## src/rtl/npc_pkg.sv

```systemverilog
// Shared types and constants for the nearest palette colour search.
`timescale 1ns / 1ps

package npc_pkg;

    localparam int CHAN_W     = 8;
    localparam int IDX_W      = 4;
    localparam int SQ_W       = 2 * CHAN_W;
    localparam int DIST_W     = SQ_W + 2;
    localparam int COUNT_W    = 5;
    localparam int PLANES_W   = 3;
    localparam int MAX_SEARCH = 16;

    localparam logic CMD_WRITE = 1'b0;
    localparam logic CMD_MATCH = 1'b1;

    localparam logic REG_ENTRY_COUNT = 1'b0;
    localparam logic REG_PLANE_COUNT = 1'b1;

    // One word travelling down the cell chain, with the running best match.
    typedef struct packed {
        logic              valid;
        logic              cmd;
        logic [IDX_W-1:0]  idx;
        logic [CHAN_W-1:0] red;
        logic [CHAN_W-1:0] green;
        logic [CHAN_W-1:0] blue;
        logic              found;
        logic [DIST_W-1:0] best_dist;
        logic [IDX_W-1:0]  best_idx;
    } tok_t;

endpackage

```

## src/rtl/npc_cell.sv

```systemverilog
// One palette entry cell: holds the entry and updates the passing best match.
`timescale 1ns / 1ps

module npc_cell #(
    parameter int CELL_ID = 0
) (
    input  logic                         clk,
    input  logic                         rst_n,
    input  logic                         advance,
    input  logic [npc_pkg::COUNT_W-1:0]  search_count,
    input  npc_pkg::tok_t                tok_in,
    output npc_pkg::tok_t                tok_out
);

    logic [3*npc_pkg::CHAN_W-1:0] entry_reg;
    npc_pkg::tok_t                mid_reg;
    npc_pkg::tok_t                out_reg;
    logic                         hit_reg;
    logic [npc_pkg::SQ_W-1:0]     sq_r_reg;
    logic [npc_pkg::SQ_W-1:0]     sq_g_reg;
    logic [npc_pkg::SQ_W-1:0]     sq_b_reg;

    logic [npc_pkg::CHAN_W-1:0]   ent_r;
    logic [npc_pkg::CHAN_W-1:0]   ent_g;
    logic [npc_pkg::CHAN_W-1:0]   ent_b;
    logic [npc_pkg::CHAN_W-1:0]   dr;
    logic [npc_pkg::CHAN_W-1:0]   dg;
    logic [npc_pkg::CHAN_W-1:0]   db;
    logic                         hit_next;
    logic                         load_entry;
    logic [npc_pkg::DIST_W-1:0]   dist_sum;
    logic                         take;
    npc_pkg::tok_t                out_next;

    assign ent_r = entry_reg[3*npc_pkg::CHAN_W-1:2*npc_pkg::CHAN_W];
    assign ent_g = entry_reg[2*npc_pkg::CHAN_W-1:npc_pkg::CHAN_W];
    assign ent_b = entry_reg[npc_pkg::CHAN_W-1:0];

    assign dr = (tok_in.red   >= ent_r) ? tok_in.red   - ent_r : ent_r - tok_in.red;
    assign dg = (tok_in.green >= ent_g) ? tok_in.green - ent_g : ent_g - tok_in.green;
    assign db = (tok_in.blue  >= ent_b) ? tok_in.blue  - ent_b : ent_b - tok_in.blue;

    assign hit_next = tok_in.valid && (tok_in.cmd == npc_pkg::CMD_MATCH)
                      && (npc_pkg::COUNT_W'(CELL_ID) < search_count);
    assign load_entry = tok_in.valid && (tok_in.cmd == npc_pkg::CMD_WRITE)
                        && (tok_in.idx == npc_pkg::IDX_W'(CELL_ID));

    // Stage one: load the entry on a write, square the channel differences.
    always_ff @(posedge clk or negedge rst_n)
    begin
        if (!rst_n)
        begin
            entry_reg <= '0;
            mid_reg   <= '0;
            hit_reg   <= 1'b0;
        end
        else if (advance)
        begin
            if (load_entry)
            begin
                entry_reg <= {tok_in.red, tok_in.green, tok_in.blue};
            end
            mid_reg <= tok_in;
            hit_reg <= hit_next;
        end
    end

    always_ff @(posedge clk)
    begin
        if (advance)
        begin
            sq_r_reg <= dr * dr;
            sq_g_reg <= dg * dg;
            sq_b_reg <= db * db;
        end
    end

    // Stage two: sum and compare; strictly smaller wins, so ties keep the lower index.
    always_comb
    begin
        dist_sum = npc_pkg::DIST_W'(sq_r_reg) + npc_pkg::DIST_W'(sq_g_reg)
                   + npc_pkg::DIST_W'(sq_b_reg);
        take = hit_reg && (!mid_reg.found || (dist_sum < mid_reg.best_dist));
        out_next = mid_reg;
        if (take)
        begin
            out_next.found     = 1'b1;
            out_next.best_dist = dist_sum;
            out_next.best_idx  = npc_pkg::IDX_W'(CELL_ID);
        end
    end

    always_ff @(posedge clk or negedge rst_n)
    begin
        if (!rst_n)
        begin
            out_reg <= '0;
        end
        else if (advance)
        begin
            out_reg <= out_next;
        end
    end

    assign tok_out = out_reg;

endmodule

```

## config.mk

```make
export PLATFORM = sky130hd
export DESIGN_NAME = npc_cell
export DESIGN_NICKNAME = d
export VERILOG_FILES = /design/src/rtl/npc_pkg.sv /design/src/rtl/npc_cell.sv
export SDC_FILE = /design/constraint.sdc
export NUM_CORES = 1
export LEC_CHECK = 0
export ABC_AREA = 0
export BUFFER_PORTS_ARGS = -buffer_cell sky130_fd_sc_hd__buf_2
export CORE_ASPECT_RATIO = 1.5
export CORE_MARGIN = 5
export CORE_UTILIZATION = 25
export CTS_CLUSTER_DIAMETER = 150
export CTS_CLUSTER_SIZE = 14
export DETAILED_ROUTE_END_ITERATION = 8
export GPL_ROUTABILITY_DRIVEN = 0
export GPL_TIMING_DRIVEN = 0
export PLACE_DENSITY = 0.43
export RECOVER_POWER = 25
export SLEW_MARGIN = 10
export SYNTH_ARGS = -nofsm -noshare
export SYNTH_HDL_FRONTEND = slang
export SYNTH_SLANG_ARGS = --single-unit
```

## constraint.sdc

```tcl
create_clock -name clk -period 14.25 [get_ports clk]
set_input_delay 1.425 -clock clk [delete_from_list [all_inputs] [get_ports clk]]
set_output_delay 1.425 -clock clk [all_outputs]
set_load 0.02 [all_outputs]
```

**After elaboration in Yosys (flattened, before gate mapping)**

Cells that the tools add are included.

- Bits in registers: 179
- Output and inout port bits: 53
- Input bits: 61
- Word-level logic and storage cells: 53

- $mul: 3
- Magnitude comparators: 5
- Bitwise gates (word level): 1
- Reduce and logical (&&, ||, !) cells: 9
- $add $sub $neg: 8
- Muxes and demuxes: 4

Operators with widths:

| kind | count |
|---|---|
| $mul 8x8->16 | 3 |
| $sub 8x8->8 | 6 |
| $ge 8x8->1 | 3 |
| $mux 8 | 3 |
| $mux 23 | 1 |
| $add 17x16->18 | 1 |
| $lt 18x18->1 | 1 |
| $add 16x16->17 | 1 |
| $logic_and 1x1->1 | 5 |
| $lt 1x5->1 const A | 1 |
| $logic_not 4->1 | 1 |
| $reduce_and 2->1 | 1 |
| $logic_not 1->1 | 1 |
| $logic_or 1x1->1 | 1 |
| $not 1->1 | 1 |

**Logic depth before layout (Yosys ltp)**

- Depth in word-level cells: 6
- Gate-level depth with buffers: 28
- Gate-level depth less buffers: 27

**Worst setup path before layout**

No wires, ideal clock.

- Path type: input to register
- From: in tok_in[39] in the netlist's numbering
- To: reg sq_r_reg[14] in the netlist's numbering (data pin)
- Stages on the path: 23
- Buffers on the path: 0
- Slack: 6.926 ns
- Data arrival time: 7.058 ns
- Setup time: 0.265 ns
- Data required time: 13.985 ns
- Cells stage by stage: ha_1 inv_1 fa_1 a21o_1 a2111oi_2 o32ai_1 a32oi_2 xor2_2 or2_2 inv_1 fa_1 fa_1 inv_1 fa_1 fa_1 inv_1 ha_1 o21a_1 o21a_1 o22a_1 a31oi_1 nor4b_1 or3_1

- Longest elaborated chain between the ends: 3
- Elaborated cells on any way between the ends: 5
- Those cells by class: 2 x add/sub; 1 x mul; 1 x order compare; 1 x mux

RTL lines:

| item | RTL line | RTL |
|---|---|---|
| start: declaration | npc_cell.sv:11 | `input npc_pkg::tok_t tok_in,` |
| $sub 8x8->8 or $ge 8x8->1 (tied branches) | npc_cell.sv:39 | `assign dr = (tok_in.red >= ent_r) ? tok_in.red - ent_r : ent_r - tok_in.red;` |
| $mux 8 (*) | npc_cell.sv:39 |  |
| $mul 8x8->16 (*) | npc_cell.sv:72 | `sq_r_reg <= dr * dr;` |
| end signal: assignment | npc_cell.sv:72 |  |
| end: declaration | npc_cell.sv:19 | `logic [npc_pkg::SQ_W-1:0] sq_r_reg;` |

Every way passes the cells marked *; elsewhere a longest branch is shown, timed or not.
A chain may end at the register's enable or synchronous reset.

**Worst setup path after layout**

Same ends and word-level chain as after synthesis.

==> flow_metrics.py <==
metrics = {
    "global_routing": {
        "grt_pass1_wl_um": 61000,
        "antenna_found_initial": 4,
        "grtUsageTotal_pct": 11.9,
        "grt_pass1_vias": 11388,
        "grt.overflow.total": 0,
        "grt_max_degree": 81,
    },
    "place": {
        "dp_hpwl_um": 30900,
        "port_buffers": 113,
    },
    "clocking": {
        "cts_tree": "done",
        "htree_levels": 4,
        "ctsHoldBuffers": 0,
        "cts_buffers": 17,
        "postCtsSetupBuffers": 0,
        "clkTransAtPathRegs_ns": 0.08,
        "clock_latency_ns": 0.46,
        "root_buffer": "clkbuf_16",
        "post_cts_resized": 0,
        "clk_path_buf_depth": 2,
        "cts.sinks": 176,
    },
    "cells_and_area": {
        "fillers": 6374,
        "final_util_pct": 28.6,
        "mostFrequentLayoutCell": "inv_1",
        "syn2layout_area_growth_pct": 14.3,
        "final_layout_size_suffix_gt1_share_pct": 16.8,
        "final_nets": 1942,
        "final_cell_mix": "inv_1, ha_1, dfrtp_1",
    },
    "detailed_routing": {
        "drtIter0Drc": 416,
        "vias": 10785,
        "ant_nets": 0,
        "dr.pass1.iters": 5,
        "wirelength_um": 38200,
        "wl_per_cell_um": 15.8,
        "viasPerCell": 4.46,
        "drc": 0,
    },
    "timing": {
        "setup_viol": 0,
        "drv_slew": 134,
        "worst_slew_pin_slew_ns": 4.55,
        "finalHoldViolCount": 0,
        "rsz0062_at_grt": "no",
        "clock_skew_ns": 0.0218,
        "slew_headroom_pct": -203,
        "period_needed_ns": 7.65,
        "fmax_mhz": 131,
        "tns_ns": 0,
        "finalCritPeriodShare_pct": 53.7,
    },
    "yosys": {
        "synth_top_area_share_pct": 21.9,
        "ys_seq_elements": 176,
        "synth.area.top_cells": "dfrtp_1, ha_1, fa_1, edfxtp_1, inv_1",
        "syn_inst": 1484,
        "synth.distinct_cells": 88,
        "synth_area_sq_mm": 0.0150,
        "synth_flop_cell": "dfrtp_1",
        "synth_edf_count": 45,
        "synth_top_area_cell": "dfrtp_1",
        "ys_seq_area_share_pct": 30.9,
        "yosys_warnings": 0,
        "async_reset_ff_share_pct": 74.4,
        "syn_area_per_cell_sq_um": 10.1,
    },
    "floorplan": {
        "die_w_um": 210,
        "ioPinCount": 114,
        "die_h_um": 310,
        "core-area_sq_mm": 0.0597,
        "rows": 110,
        "initial_core_util_pct": 25.1,
        "design.die.area_sq_mm": 0.0650,
    },
    "setup_path": {
        "criticalPathCategory": "input pin to flip-flop",
        "critical_path.endpoint_type": "flip-flop",
        "critPathMaxFanout": 9,
        "worstPathArrival_ns": 7.84,
        "start_kind": "input pin",
        "required_ns": 14.44,
    },
    "run_status": {
        "violations": "max-capacitance violations, max-slew violations",
        "status": "finished, violations left",
    },
    "flow_run": {
        "max_cap_violations": 2,
    },
    "hold_path": {
        "min_path_type": "flip-flop to flip-flop",
    },
}
## routing by layer
metal | part of all wire, % | global-route usage [%]
met2 | 53 | 22.2
met3 | 3.4 | 2.25
met4 | 1.4 | 2.88
met5 | 0.034 | 0
met1 | 42 | 14.1
## critical path, cell delays in order
cell and delay, ns:
buf_2 0.13, inv_1 0.08, ha_1 0.17, inv_1 0.05
fa_1 0.43, nand3_1 0.17, a31oi_2 0.15, nor2_4 0.25
mux2i_1 0.29, xor2_1 0.67, nor2_1 0.13, fa_1 0.55
fa_1 0.52, fa_1 0.54, inv_1 0.05, fa_1 0.54
inv_1 0.04, ha_1 0.35, a211o_1 0.27, o22a_1 0.19
a31oi_1 0.33, nor4b_1 0.09, or3_1 0.41
## area by class of cell
| cell class | count | area [sq um] | share of cell area (%) |
|---|---|---|---|
| clock inverters | 13 | 131 | 0.768 |
| plain buffers | 42 | 190 | 1.11 |
| flip-flops and latches | 176 | 4630 | 27.1 |
| well taps | 784 | 981 | 5.73 |
| multi-input cells | 1030 | 9260 | 54.1 |
| inverters | 237 | 890 | 5.20 |
| repair buffers | 114 | 568 | 3.32 |
| diodes | 3 | 7.51 | 0.0439 |
| clock buffers | 19 | 453 | 2.65 |
## worst paths after layout
path / cells after the start / end / slack (ns) / startpoint
max: 23 / sq_r_reg[14]$_DFFE_PP_ / 6.60 / tok_in[39]
min: 2 / tok_out[3]$_DFFE_PN0P_ / 0.50 / mid_reg[3]$_DFFE_PN0P_
max reg2reg: 24 / sq_r_reg[14]$_DFFE_PP_ / 7.31 / entry_reg[16]$_DFFE_PN0P_
min reg2reg: 2 / tok_out[3]$_DFFE_PN0P_ / 0.50 / mid_reg[3]$_DFFE_PN0P_
max in group asynchronous: 2 / entry_reg[9]$_DFFE_PN0P_ / 6.83 / rst_n
min in group asynchronous: 1 / mid_reg[52]$_DFFE_PN0P_ / 1.93 / rst_n
## cells in the mapped netlist (28+ instances only)
| cell type | number |
|---|---|
| inv_1 | 235 |
| ha_1 | 166 |
| dfrtp_1 | 131 |
| nor2_1 | 115 |
| fa_1 | 97 |
| mux2_2 | 72 |
| a21oi_1 | 65 |
| nand2_1 | 63 |
| o21ai_0 | 63 |
| edfxtp_1 | 45 |
| xnor2_1 | 36 |
| xor2_1 | 29 |
| a21o_1 | 28 |
## logic make-up (layout without fill, tap and decap cells)
logic type	count (synthesis)	count (layout)	share of synthesized area, %
compound gates	274	274	12.7
xor+xnor	71	71	4.53
fa+ha+maj	263	263	26.8
buf+inv	279	425	7.21
flops	176	176	30.9
mux	96	96	7.11
other cells	2	6	0.0502
simple gates	323	323	10.6
## per-stage QoR
step	hold WS [ns]	cells	cell area, sq um	setup WS [ns]
final	0.504	2418	17100	6.60
after global routing	0.523	2415	17100	5.14
after CTS	0.510	2415	17100	6.51
after detailed placement	0.490	2383	16600	6.03
after global placement	0.477	2382	16500	6.08
after floorplan	0.465	1485	15000	6.93
Power is left out: the tool's default activity adds up to more than one toggle a clock period on the data nets, which glitch-free logic cannot reach.
